<file path="src/hdl/scsa_pkg.sv">
// Shared types, widths and codes of the sparse column sorted accumulator.
package scsa_pkg;

    // Field widths.
    localparam int B_ROW_W   = 24;
    localparam int A_ROW_W   = 16;
    localparam int VAL_W     = 32;
    localparam int PROD_W    = 64;
    localparam int ACC_W     = 48;
    localparam int ROW_W     = 32;
    localparam int CFG_W     = 16;
    localparam int COL_W     = 16;
    localparam int RED_W     = 24;
    localparam int APB_DW    = 32;
    localparam int APB_AW    = 3;

    // Default number of cells in the chain.
    localparam int DEPTH_DEF = 64;

    // Request kinds.
    localparam logic REQ_TERM  = 1'b0;
    localparam logic REQ_CLOSE = 1'b1;

    // Register indexes, taken from paddr[2].
    localparam logic REG_ROWS_OF_A   = 1'b0;
    localparam logic REG_BLOCK_COUNT = 1'b1;

    // One input beat.
    typedef struct packed {
        logic                     req_type;
        logic [B_ROW_W-1:0]       b_row;
        logic signed [VAL_W-1:0]  b_value;
        logic [A_ROW_W-1:0]       a_row;
        logic signed [VAL_W-1:0]  a_value;
    } item_t;

    // One result beat.
    typedef struct packed {
        logic [COL_W-1:0]         column_number;
        logic [ROW_W-1:0]         out_row;
        logic signed [ACC_W-1:0]  out_value;
        logic                     entry_valid;
        logic                     overflowed;
        logic                     last_of_column;
    } result_t;

    // Operation broadcast to every cell.
    typedef enum logic [2:0] {
        CELL_HOLD,
        CELL_CMP,
        CELL_INS,
        CELL_ADD,
        CELL_DRAIN
    } cell_op_t;

    // Broadcast control and term data for the cell chain.
    typedef struct packed {
        cell_op_t                 op;
        logic [ROW_W-1:0]         row;
        logic signed [ACC_W-1:0]  val;
    } cell_ctrl_t;

    // Sequencer states.
    typedef enum logic [2:0] {
        ST_IDLE,
        ST_DIV,
        ST_MUL,
        ST_SUM,
        ST_CMP,
        ST_INS,
        ST_DRAIN
    } state_t;

endpackage

</file>
<file path="src/hdl/scsa_mod.sv">
// Bit-serial remainder unit: one restoring step per cycle over the B row.
module scsa_mod (
    input  logic                          clk,
    input  logic                          rst_n,
    input  logic                          load,
    input  logic [scsa_pkg::B_ROW_W-1:0]  dividend,
    input  logic [scsa_pkg::CFG_W-1:0]    divisor,
    output logic [scsa_pkg::CFG_W-1:0]    rem,
    output logic                          done
);
    import scsa_pkg::*;

    localparam int CNT_W = $clog2(B_ROW_W + 1);

    logic [CNT_W-1:0]   cnt_reg;
    logic               done_reg;
    logic [B_ROW_W-1:0] dvd_reg;
    logic [CFG_W-1:0]   rem_reg;
    logic [CFG_W-1:0]   dsr_reg;
    logic [CFG_W:0]     trial;
    logic [CFG_W-1:0]   rem_next;

    // One restoring step: shift in the next dividend bit and subtract if it fits.
    always_comb
    begin
        trial = {rem_reg, dvd_reg[B_ROW_W-1]};
        if (trial >= {1'b0, dsr_reg})
        begin
            rem_next = CFG_W'(trial - {1'b0, dsr_reg});
        end
        else
        begin
            rem_next = trial[CFG_W-1:0];
        end
    end

    // Step counter and completion pulse.
    always_ff @(posedge clk or negedge rst_n)
    begin
        if (!rst_n)
        begin
            cnt_reg  <= '0;
            done_reg <= 1'b0;
        end
        else
        begin
            done_reg <= (cnt_reg == CNT_W'(1));
            if (load)
            begin
                cnt_reg <= CNT_W'(B_ROW_W);
            end
            else if (cnt_reg != '0)
            begin
                cnt_reg <= cnt_reg - CNT_W'(1);
            end
        end
    end

    // Dividend shifter and partial remainder.
    always_ff @(posedge clk)
    begin
        if (load)
        begin
            dvd_reg <= dividend;
            dsr_reg <= divisor;
            rem_reg <= '0;
        end
        else if (cnt_reg != '0)
        begin
            dvd_reg <= {dvd_reg[B_ROW_W-2:0], 1'b0};
            rem_reg <= rem_next;
        end
    end

    assign rem  = rem_reg;
    assign done = done_reg;

endmodule

</file>
<file path="config.mk">
export PLATFORM = sky130hd
export DESIGN_NAME = scsa_mod
export DESIGN_NICKNAME = d
export VERILOG_FILES = /design/src/hdl/scsa_pkg.sv /design/src/hdl/scsa_mod.sv
export SDC_FILE = /design/constraint.sdc
export NUM_CORES = 1
export LEC_CHECK = 0
export BUFFER_PORTS_ARGS = -buffer_cell sky130_fd_sc_hd__buf_2
export CORE_MARGIN = 8
export CORE_UTILIZATION = 50
export CTS_BUF_LIST = sky130_fd_sc_hd__clkbuf_16
export CTS_CLUSTER_SIZE = 10
export DETAILED_ROUTE_END_ITERATION = 6
export PLACE_DENSITY = 0.73
export SYNTH_ARGS = -nofsm -noshare
export SYNTH_HDL_FRONTEND = slang
export SYNTH_SLANG_ARGS = --single-unit
export TNS_END_PERCENT = 10
</file>
<file path="constraint.sdc">
create_clock -name clk -period 2.87 [get_ports clk]
set_input_delay 0.1435 -clock clk [delete_from_list [all_inputs] [get_ports clk]]
set_output_delay 0.1435 -clock clk [all_outputs]
set_load 0.05 [all_outputs]
</file>
After elaboration in Yosys (flattened, before gate mapping)
Cells that the tools add are included.
{"block": "totals", "register_bits": 62, "in_bits": 43, "word_cells": 16}
{"block": "op_classes", "n_eq_ne": 1, "n_addsub": 2, "muxes": 5, "order_cmp": 1, "reduce_logical": 2}
{"operator": "24-bit 2-to-1 mux", "n": 2}
{"operator": "17-bit by 16-bit greater-or-equal comparator with 1-bit output", "n": 1}
{"operator": "16-bit 2-to-1 mux", "n": 1}
{"operator": "16-bit subtractor", "n": 1}
{"operator": "5-bit 2-to-1 mux", "n": 2}
{"operator": "5-bit by 1-bit equality test with 1-bit output, second input constant", "n": 1}
{"operator": "5-bit nonzero test", "n": 1}
{"operator": "5-bit by 1-bit subtractor with 5-bit output, second input constant", "n": 1}
{"operator": "2-bit nonzero test", "n": 1}

Depth between registers and ports, before layout
{"block": "logic_depth", "word_depth": 3, "mapped_depth": 11, "mapped_depth_nobuf": 11}

Worst setup path before layout
Ideal clock, no wire load.
{"block": "synth_timing", "path_kind": "register to register", "from": "reg rem_reg[11], in the netlist rem[11]", "to": "reg rem_reg[15], in the netlist rem[15]", "path_stages_with_launch": 10, "period_less_slack_ps": 2664, "path_buffers": 2, "arrival_time_ps": 2511, "required_time_ps": 2718, "path_slack_ps": 206, "path_cell_list": "dfxtp_1 > ha_1 > buf_2 > nand3_1 > or4_1 > a41o_1 > a31oi_4 > buf_4 > nor3b_1 > o22ai_1"}
{"block": "synth_via", "elab_chain_cells": 2}
{"item": "start, declared", "line": "scsa_mod.sv:18", "source": "logic [CFG_W-1:0] rem_reg;"}
{"item": "start signal, assigned", "line": "scsa_mod.sv:71", "source": "rem_reg <= rem_next;"}
{"item": "16-bit subtractor or 17-bit by 16-bit greater-or-equal comparator with 1-bit output (tied branches)", "line": "scsa_mod.sv:29, scsa_mod.sv:27"}
{"item": "16-bit 2-to-1 mux *", "line": "scsa_mod.sv:27", "source": "if (trial >= {1'b0, dsr_reg})"}
Every way passes the cells marked *; elsewhere a longest branch is shown, timed or not.
A chain may end at the register's enable or synchronous reset.

Worst setup path after layout
{"block": "layout_timing", "from": "reg rem_reg[5], in the netlist rem[5]", "to": "reg rem_reg[12], in the netlist rem[12]"}
Same word-level chain as after synthesis.

==> flow_summary.ini <==
[synthesis]
yosysMostFrequentCell = edfxtp_1
synth-seq-area-share = 0.495
yosys-top-cells-count = 40 x edfxtp_1, 30 x nor2_1, 23 x mux2_2
syn-num-nets = 369
synthCells = 306
syn_area_per_cell_um2 = 11.0
synth_top_flop_cell = edfxtp_1
synth-seq-cells = 62
yosys_warnings = 0
ys_types = 50
synth_area_leaders = edfxtp_1 36%, dfxtp_1 9.5%, mux2_2 7.7%
syn-cell-area_mm2 = 0.00338
async_flop_share = 0.0968
synth_edf_count = 40
synth_area_leader_cell = edfxtp_1
synth_top_cell_area_share = 0.356

[power_and_ir_drop]
p_int_mw = 1.86
p_leak_nw = 1.80
combPwrFrac = 0.138
ir_worst_vdd_uv = 474
power.density_mw_per_mm2 = 580
p_seq_frac = 0.431
pwr-share-clk = 0.431
power.switching_mw = 0.601
sw_frac_of_total = 0.244

[cts]
ctsLongestPathBuffers = 2
postCtsSetupBuffers = 0
insertion_delay_ns = 0.33
root_buffer = clkbuf_16
numCtsBuffers = 9
clk_pin_slew_ns = 0.05
htreeDepth = 3
cts_tree = built
clock-sinks = 62

[placed_design]
port_buffers = 59
hpwl_um = 5250
gp_congestion = 0.863
place_inst = 443

[setup_path]
worstReg2RegStart = rem[5]$_SDFFE_PP0P_
critPathCaptureType = flip-flop
start_kind = flip-flop
reg2reg_slack_ns = 0.20
worst_r2r_path_depth = 9
critPathRequiredTime_ns = 3.13
worstPathArrival_ns = 2.92
criticalPathCategory = reg -> reg
r2r-end = rem[12]$_SDFFE_PP0P_
cp_max_fo = 15

[route]
viasPerCell = 5.49
dr.first_iter.drc_count = 147
num_vias = 2603
drc = 0
wire_per_inst_um = 15.7
firstDrtPassIters = 4
wl_um = 7440
antenna_left = 0

[global_route]
grt_pass1_vias = 2684
grt_remaining_overflow = 0
grt_max_degree = 27
gr-usage-all-layers = 0.161
antenna_found_initial = 0
grt_pass1_wl_um = 12600

[floorplanning]
ios = 60
die_x_um = 98.2
core_mm2 = 0.00668
die-area_mm2 = 0.00964
dieHeight_um = 98.2
rows = 30
start_util = 0.506

[timing]
finalHoldViolCount = 0
tightestPinTransition_ns = 0.534
setup_viol = 0
drv_slew = 0
rsz0062_at_grt = no
fin_crit_sh = 0.929
layout_min_cycle_time_ns = 2.67
tns_ns = 0
max_freq_mhz = 375
max_slew_margin = 0.643
fin_worst_skew_ns = 0.00592

[layout]
largest_reg_flops = 24
fin_cells = 474
synthToLayoutAreaGrowth_pct = 25.7
final_nets = 452
drive_above_1_share = 0.282
diodes = 0

[run_status]
status = complete, no violations

[min_path]
min_to = dsr_reg[5]$_DFFE_PP_
hold_depth = 1
worst_hold_startpoint = divisor[5]
hold_path_class = in -> reg

[job]
cap_violations = 0
[critical path, stage by stage (launching register included)]
cell	delay [ns]
dfxtp_1	0.34
ha_1	0.41
nand4_1	0.17
or4_1	0.57
a41o_1	0.28
a31oi_4	0.15
buf_4	0.23
nor2_1	0.06
a211o_1	0.26
a21oi_1	0.13
[area by class of cell]
| type | instances | area, µm² |
|---|---|---|
| clock buffers | 9 | 225 |
| clock inverters | 7 | 75.1 |
| fillers | 530 | 2440 |
| inverters | 21 | 78.8 |
| multi-input cells | 211 | 1570 |
| flip-flops and latches | 62 | 1670 |
| well taps | 80 | 100 |
| repair buffers | 84 | 520 |
[through the flow]
step | power (mW) | hold WS, ns | setup WS [ns] | cell area, µm² | utilization
after CTS | 2.48 | 0.00622 | 0.196 | 4240 | 0.635
final | 2.46 | 0.0111 | 0.205 | 4250 | 0.635
after global placement | 1.39 | -0.0244 | 0.239 | 3790 | 0.567
after detailed placement | 1.40 | -0.0212 | 0.210 | 3790 | 0.567
after global routing | 2.57 | 0.00705 | 0.0370 | 4250 | 0.635
after floorplan | 1.30 | -0.152 | 0.206 | 3380 | -
[logic make-up after synthesis]
family | after synthesis | synth area share
muxes | 32 | 0.103
buffers and inverters | 33 | 0.0404
xor gates and xnor gates | 12 | 0.0311
and+or+nand+nor | 76 | 0.110
DFF | 62 | 0.495
AOI/OAI and AO/OA | 71 | 0.144
adders and majority gates | 20 | 0.0763
[worst max path at each step]
stage | from | depth (start not counted) | endpoint | slack, ns
2_1_floorplan | rem[11]$_SDFFE_PP0P_ | 9 | rem[15]$_SDFFE_PP0P_ | 0.21
3_3_place_gp | dvd_reg[23]$_DFFE_PP_ | 12 | rem[14]$_SDFFE_PP0P_ | 0.24
3_5_place_dp | dvd_reg[23]$_DFFE_PP_ | 12 | rem[14]$_SDFFE_PP0P_ | 0.21
4_1_cts | dvd_reg[23]$_DFFE_PP_ | 12 | rem[14]$_SDFFE_PP0P_ | 0.20
5_1_grt | dsr_reg[6]$_DFFE_PP_ | 10 | rem[12]$_SDFFE_PP0P_ | 0.04
6_report | rem[5]$_SDFFE_PP0P_ | 9 | rem[12]$_SDFFE_PP0P_ | 0.20
[cell usage in the layout (no fill, tap or decap), drive strengths merged, types with 4 or more instances in the layout]
cell / instances
a211oi: 12
a21o: 5
a21oi: 19
buf: 69
clkbuf: 9
dfrtp: 6
dfxtp: 16
dlygate4sd3: 15
edfxtp: 40
ha: 19
inv: 21
mux2: 23
mux2i: 9
nand2: 11
nand2b: 6
nand3: 6
nor2: 30
nor3: 4
o21ai: 11
o31ai: 4
xnor2: 9
[routing by layer]
metal | up-vias | wire, µm | global-route usage
met4 | 0 | 147 | 0.0685
met2 | 73 | 3670 | 0.273
met5 | - | 0 | 0
met3 | 16 | 453 | 0.0519
met1 | 1218 | 3160 | 0.183
li1 | 1296 | - | -
[repair_timing]
action / 4_1_cts / 5_1_grt
hold endpoints to repair: 20 / 0
gates resized for setup: 0 / 1
endpoints found under the setup margin: 0 / 1
hold buffers: 15 / 0
[power groups by stage]
stage          logic [mW]  registers, mW  clock network [mW]
3_5_place_dp        0.317           1.08                   0
5_1_grt             0.376           1.07                1.12
3_3_place_gp        0.311           1.08                   0
4_1_cts             0.338           1.06                1.08
6_report            0.339           1.06                1.06
2_1_floorplan       0.210           1.09                   0
Note: power is estimated with default switching activity, not from simulation.
