--- src/hdl/scsa_pkg.sv ---
// Shared types, widths and codes of the sparse column sorted accumulator.
package scsa_pkg;

    // Field widths.
    localparam int B_ROW_W   = 24;
    localparam int A_ROW_W   = 16;
    localparam int VAL_W     = 32;
    localparam int PROD_W    = 64;
    localparam int ACC_W     = 48;
    localparam int ROW_W     = 32;
    localparam int CFG_W     = 16;
    localparam int COL_W     = 16;
    localparam int RED_W     = 24;
    localparam int APB_DW    = 32;
    localparam int APB_AW    = 3;

    // Default number of cells in the chain.
    localparam int DEPTH_DEF = 64;

    // Request kinds.
    localparam logic REQ_TERM  = 1'b0;
    localparam logic REQ_CLOSE = 1'b1;

    // Register indexes, taken from paddr[2].
    localparam logic REG_ROWS_OF_A   = 1'b0;
    localparam logic REG_BLOCK_COUNT = 1'b1;

    // One input beat.
    typedef struct packed {
        logic                     req_type;
        logic [B_ROW_W-1:0]       b_row;
        logic signed [VAL_W-1:0]  b_value;
        logic [A_ROW_W-1:0]       a_row;
        logic signed [VAL_W-1:0]  a_value;
    } item_t;

    // One result beat.
    typedef struct packed {
        logic [COL_W-1:0]         column_number;
        logic [ROW_W-1:0]         out_row;
        logic signed [ACC_W-1:0]  out_value;
        logic                     entry_valid;
        logic                     overflowed;
        logic                     last_of_column;
    } result_t;

    // Operation broadcast to every cell.
    typedef enum logic [2:0] {
        CELL_HOLD,
        CELL_CMP,
        CELL_INS,
        CELL_ADD,
        CELL_DRAIN
    } cell_op_t;

    // Broadcast control and term data for the cell chain.
    typedef struct packed {
        cell_op_t                 op;
        logic [ROW_W-1:0]         row;
        logic signed [ACC_W-1:0]  val;
    } cell_ctrl_t;

    // Sequencer states.
    typedef enum logic [2:0] {
        ST_IDLE,
        ST_DIV,
        ST_MUL,
        ST_SUM,
        ST_CMP,
        ST_INS,
        ST_DRAIN
    } state_t;

endpackage

--- src/hdl/scsa_cell.sv ---
// One cell of the sorted store: holds one row and its accumulated value.
module scsa_cell #(
    parameter int DEPTH = scsa_pkg::DEPTH_DEF,
    parameter int IDX   = 0
) (
    input  logic                                clk,
    input  scsa_pkg::cell_ctrl_t                ctrl,
    input  logic [$clog2(DEPTH+1)-1:0]          count,
    input  logic [scsa_pkg::ROW_W-1:0]          left_row,
    input  logic signed [scsa_pkg::ACC_W-1:0]   left_val,
    input  logic                                left_lt,
    input  logic [scsa_pkg::ROW_W-1:0]          right_row,
    input  logic signed [scsa_pkg::ACC_W-1:0]   right_val,
    output logic [scsa_pkg::ROW_W-1:0]          row,
    output logic signed [scsa_pkg::ACC_W-1:0]   val,
    output logic                                lt,
    output logic                                eq
);
    import scsa_pkg::*;

    localparam int CW = $clog2(DEPTH + 1);
    localparam logic signed [ACC_W-1:0] VMAX = {1'b0, {(ACC_W-1){1'b1}}};
    localparam logic signed [ACC_W-1:0] VMIN = {1'b1, {(ACC_W-1){1'b0}}};

    logic [ROW_W-1:0]        row_reg, row_next;
    logic signed [ACC_W-1:0] val_reg, val_next;
    logic                    lt_reg, lt_next;
    logic                    eq_reg, eq_next;
    logic                    occupied;
    logic                    at_pos;
    logic                    shift_in;
    logic [ACC_W:0]          sum;
    logic signed [ACC_W-1:0] sat_sum;

    // Cells below the fill count hold live entries.
    assign occupied = (CW'(IDX) < count);

    // Insert position is the first cell not below the new row.
    assign at_pos   = !lt_reg && ((IDX == 0) || left_lt);
    assign shift_in = (IDX != 0) && !left_lt;

    // Saturating accumulate into the signed 48-bit range.
    always_comb
    begin
        sum = {val_reg[ACC_W-1], val_reg} + {ctrl.val[ACC_W-1], ctrl.val};
        if (sum[ACC_W] != sum[ACC_W-1])
        begin
            sat_sum = sum[ACC_W] ? VMIN : VMAX;
        end
        else
        begin
            sat_sum = sum[ACC_W-1:0];
        end
    end

    // Cell update for the broadcast operation.
    always_comb
    begin
        row_next = row_reg;
        val_next = val_reg;
        lt_next  = lt_reg;
        eq_next  = eq_reg;
        case (ctrl.op)
            CELL_CMP:
            begin
                lt_next = occupied && (row_reg < ctrl.row);
                eq_next = occupied && (row_reg == ctrl.row);
            end
            CELL_INS:
            begin
                if (at_pos)
                begin
                    row_next = ctrl.row;
                    val_next = ctrl.val;
                end
                else if (shift_in)
                begin
                    row_next = left_row;
                    val_next = left_val;
                end
            end
            CELL_ADD:
            begin
                if (eq_reg)
                begin
                    val_next = sat_sum;
                end
            end
            CELL_DRAIN:
            begin
                if (IDX != DEPTH - 1)
                begin
                    row_next = right_row;
                    val_next = right_val;
                end
            end
            default:
            begin
                row_next = row_reg;
            end
        endcase
    end

    // Entry payload and compare flags.
    always_ff @(posedge clk)
    begin
        row_reg <= row_next;
        val_reg <= val_next;
        lt_reg  <= lt_next;
        eq_reg  <= eq_next;
    end

    assign row = row_reg;
    assign val = val_reg;
    assign lt  = lt_reg;
    assign eq  = eq_reg;

endmodule

--- config.mk ---
export PLATFORM = sky130hd
export DESIGN_NAME = scsa_cell
export DESIGN_NICKNAME = d
export VERILOG_FILES = /design/src/hdl/scsa_pkg.sv /design/src/hdl/scsa_cell.sv
export SDC_FILE = /design/constraint.sdc
export NUM_CORES = 1
export LEC_CHECK = 0
export ABC_AREA = 1
export BUFFER_PORTS_ARGS = -buffer_cell sky130_fd_sc_hd__buf_2
export CAP_MARGIN = 20
export CORE_MARGIN = 4
export CORE_UTILIZATION = 50
export CTS_BUF_LIST = sky130_fd_sc_hd__clkbuf_8
export CTS_CLUSTER_DIAMETER = 120
export DETAILED_ROUTE_END_ITERATION = 10
export GPL_TIMING_DRIVEN = 0
export PLACE_DENSITY = 0.8
export SYNTH_ARGS = -nofsm -noshare
export SYNTH_HDL_FRONTEND = slang
export SYNTH_SLANG_ARGS = --single-unit
--- constraint.sdc ---
create_clock -name clk -period 7.85 [get_ports clk]
set_clock_uncertainty 0.1 [all_clocks]
set_input_delay 1.57 -clock clk [delete_from_list [all_inputs] [get_ports clk]]
set_output_delay 1.57 -clock clk [all_outputs]
set_load 0.1 [all_outputs]
Word-level counts from Yosys, hierarchy flattened
Cells that the tools add are included.
{"block": "classes", "reduce_logical": 6, "order_cmp": 2, "addsub": 1, "eq_ne": 8, "n_mux": 7}
{"operator": "$mux 48", "n": 4}
{"operator": "$pmux 48 s3", "n": 1}
{"operator": "$pmux 32 s2", "n": 1}
{"operator": "$add 48x48->49", "n": 1}
{"operator": "$eq 32x32->1", "n": 1}
{"operator": "$lt 32x32->1", "n": 1}
{"operator": "$mux 32", "n": 1}
{"operator": "$lt 1x7->1 const A", "n": 1}
{"operator": "$eq 3x2->1 const B", "n": 2}
{"operator": "$ne 2x2->1 const B", "n": 2}
{"operator": "$eq 3x1->1 const B", "n": 1}
{"operator": "$eq 3x3->1 const B", "n": 1}
{"operator": "$reduce_and 3->1", "n": 1}
{"operator": "$reduce_bool 3->1", "n": 1}
{"operator": "$logic_and 1x1->1", "n": 2}
{"operator": "$reduce_and 2->1", "n": 1}
{"operator": "$reduce_bool 2->1", "n": 1}
{"operator": "$ne 1x1->1", "n": 1}
{"block": "totals", "reg_bits": 82, "inputBits": 252}

Longest topological paths before layout
{"block": "depth", "word_depth": 5, "depth_mapped": 19, "mapped_depth_nobuf": 17}

Worst setup path before layout
No wires, ideal clock.
{"block": "synth_path", "path_kind": "input -> register", "start": "input ctrl[81] in the netlist's numbering", "end": "register val_reg[0], in the netlist val[0], enable pin", "setup_ns": 0.469, "slack_ns": 2.571, "path_stages": 8, "arrival_ns": 4.709, "required_time_ns": 7.281, "path_cell_list": "inv_1 > nor2_1 > nand2_1 > nand2_1 > inv_1 > clkbuf_1 > buf_1 > a21oi_1"}
{"block": "synth_between", "elab_chain_cells": 3}
{"element": "start: declaration", "line": "scsa_cell.sv:7", "text": "input scsa_pkg::cell_ctrl_t ctrl,"}
{"element": "$eq 3x2->1 or $eq 3x3->1 (tied branches)", "line": "scsa_cell.sv:63", "text": "case (ctrl.op)"}
{"element": "$ne 2x2->1 (no source line) or $reduce_bool 3->1 (tied branches)"}
{"element": "$reduce_and 3->1 (no source line) *"}
{"element": "end signal: assignment", "line": "scsa_cell.sv:108", "text": "val_reg <= val_next;"}
{"element": "end: declaration", "line": "scsa_cell.sv:26", "text": "logic signed [ACC_W-1:0] val_reg, val_next;"}
Every way passes the cells marked *; elsewhere a longest branch is shown, timed or not.
A chain may end at the register's enable or synchronous reset.

Worst setup path in the final report
{"block": "layout_path", "start": "input ctrl[0] in the netlist's numbering", "end": "register val_reg[15], in the netlist val[15], data pin"}
{"block": "layout_between", "elab_chain_cells": 5}
{"element": "$add 48x48->49 *", "line": "scsa_cell.sv:45", "text": "sum = {val_reg[ACC_W-1], val_reg} + {ctrl.val[ACC_W-1], ctrl.val};"}
{"element": "$mux 48 or $ne 1x1->1 (tied branches)", "line": "scsa_cell.sv:48, scsa_cell.sv:46"}
{"element": "$mux 48 *", "line": "scsa_cell.sv:46", "text": "if (sum[ACC_W] != sum[ACC_W-1])"}
{"element": "$mux 48 *", "line": "scsa_cell.sv:84", "text": "if (eq_reg)"}
{"element": "$pmux 48 s3 *", "line": "scsa_cell.sv:63"}
{"element": "via val_next[15]", "line": "scsa_cell.sv:26"}
The timed path passes the listed nets; every way through them passes the cells marked *. The select of a mux whose other input is x is not followed.

==> results.cfg <==
[timing]
slew_headroom = 0.368
finalSetupViolCount = 0
max_freq_mhz = 245
hold_viol_final = 0
worst_pin_slew_ps = 948
period_minus_slack_ps = 4090
rsz0062_at_grt = no
slew_viol_final = 0
fin_crit_sh = 0.521
final.setup.tns_ps = 0

[synthesis]
synth_top_family_by_area = simple AND/OR/NAND/NOR gates
yosys_warnings = 0
ys_seq_area_frac = 0.267
synth_cells = 1361
synth_compound_area_frac = 0.131
async_flop_share = 0
synth_top_area_frac = 0.267
syn_area_per_cell_um2 = 6.78
yosysUniqueCellTypes = 38
synth_xor_area_frac = 0.0294
syn_nets = 1694
synthTopCellsByArea = edfxtp_1, nand2_1, ha_1, inv_1, a22o_1
synth_edf_count = 82
synth-main-ff-cell = edfxtp_1
synth-seq-cells = 82
synthMuxAreaShare = 0
synth_top_cell_by_area = edfxtp_1
synth-simple-area-share = 0.335
synthAdderAreaFrac = 0.111
syn_area_um2 = 9230

[clock_network]
worstSkewPairLatency_ps = 390
ctsHoldBuffers = 0
cts.clk_slew.worst_paths_ps = 110
cts_buffers = 9
cts_buffer_depth = 2
clock-root-buffer = clkbuf_8
cts-resized-gates = 0
cts_tree = built
cts_setup_buffers = 0
cts_max_level = 3
cts.sinks = 82

[finish]
nFillCells = 1749
drive_gt1_frac = 0.227
regArea_um2 = 2460
multi_input_area_um2 = 5600
syn_to_final_growth_pct = 19.4
antennaDiodeCount = 0
fin_cells = 1860
fin_nets = 1959
largest_reg_flops = 48

[critical_path]
start_kind = primary input
cp_data_arrival_time_ps = 4130
r2r_slack_ps = 4630
end_kind = flop
required_ps = 7900
crit_fanout = 10
worst-setup-path-type = in -> reg

[global_routing]
grt_pass1_vias = 9482
grt_max_degree = 26
gr-usage-all-layers = 0.286
grt_overflow_total = 0
antenna_found_initial = 0
grt_pass1_wl_um = 46200

[route]
routed_wl_um = 30100
drc = 0
dr.pass1.iters = 6
post_drt_wl_per_cell_um = 16.2
vias = 9754
top_layer_used = met4
via_per_inst = 5.24
route.met2.wl_um = 14900
wl_met1_um = 11900
drtIter0Drc = 585
met3_wirelength_um = 2330
ant_nets = 0

[hold_path]
hold_class = reg -> reg

[power_and_ir_drop]
ir_worst_vdd_mv = 0.0974
leakagePower_nw = 6.05
cellPowerDensity_nw_per_um2 = 163

[floorplanning]
dieArea_um2 = 20700
ios = 334
die_w_um = 144
start_util = 0.510
num_rows = 49
core_um2 = 18100
die_y_um = 144

[placed_design]
place_inst = 1844
port_buffers = 252
hpwl_um = 25500
gp_congestion = 0.936

[run_status]
status = finished clean

[run]
maxCapViolCount = 0
## final timing paths
check | startpoint | end | depth (start not counted)
setup / recovery | ctrl[0] | val[15] | 19
hold / removal | val[0] | val[0] | 5
setup reg to reg | val[0] | val[15] | 18
hold reg to reg | val[0] | val[0] | 5
## cell type report
| type | count | share of cell area |
|---|---|---|
| clock inverter | 7 | 0.00693 |
| multi-input combinational | 993 | 0.509 |
| clock buffer | 9 | 0.0112 |
| sequential | 82 | 0.223 |
| inverter | 254 | 0.0865 |
| timing repair buffer | 254 | 0.118 |
| tap | 229 | 0.0260 |
| buffer | 32 | 0.0198 |
## through the flow
step                setup slack, ps  power, mW  hold slack, ps  utilization  cell area (um2)
global placement                811       1.45             638        0.596            10800
floorplan                      2570       1.24            1320            -             9230
global route                   3600       1.91             782        0.609            11000
finish                         3760       1.80             694        0.609            11000
detailed placement             3380       1.46             657        0.598            10800
CTS                            3790       1.80             686        0.609            11000
## power by group
part	switching, mW	total [mW]	internal (mW)
clock	0.188	0.337	0.149
sequential	0.0162	0.539	0.523
combinational	0.637	0.921	0.284
## worst max-delay path: stages
cell and delay [ps]:
buf_2 110, ha_1 250, fa_1 460, nand3_1 100
nand2_1 150, nand2_1 120, nand2_2 80, nand2_1 80
nand2_2 130, nand2_2 130, nand3_2 80, nand2_1 70
nand2_1 80, nand2_1 100, buf_6 200, buf_6 190
nand3_2 90, nand2_1 70, nand2_1 60
## metal layers
layer | GRT usage | vias up
met5 | 0 | -
li1 | - | 4909
met2 | 0.517 | 375
met3 | 0.0576 | 59
met4 | 0.0932 | 0
met1 | 0.337 | 4411
## cells in the mapped netlist (2+ instances only)
cell type	n
nor2_4	4
nand3b_1	5
a21oi_2	5
a22o_1	47
edfxtp_1	82
nand2_1	461
buf_6	11
inv_2	10
and2_1	6
xnor2_1	25
inv_1	244
nor2_1	68
nand4_1	23
nor3_1	9
a21oi_1	63
ha_1	80
nor4_1	2
nand2_2	25
buf_1	4
buf_2	3
nand3_2	32
nor2_2	5
xor2_1	6
nand3_1	50
o21ai_0	51
a21boi_0	2
clkbuf_1	13
o21bai_1	15
## cells by family after synthesis
| family | count (synthesis) |
|---|---|
| xor+xnor | 31 |
| buf+inv | 286 |
| fa+ha+maj | 81 |
| simple gates | 692 |
| flops | 82 |
| compound gates | 189 |
## placed cells by master, fill, tap and decap left out, types with 4 or more instances in the layout
master,n
nand3b_1,5
buf_1,4
nor2_2,5
nand2_2,25
a22o_1,47
nand3_1,50
clkbuf_1,13
a21oi_2,5
o21ai_0,51
nor2_4,4
clkbuf_8,9
nand3_2,32
and2_1,6
xor2_1,6
nor3_1,9
nor2_1,68
inv_1,244
xnor2_1,25
edfxtp_1,82
nand2_1,461
inv_2,10
ha_1,80
buf_6,11
nand4_1,23
o21bai_1,15
a21oi_1,62
buf_2,255
Power figures use the tool's default switching activity.
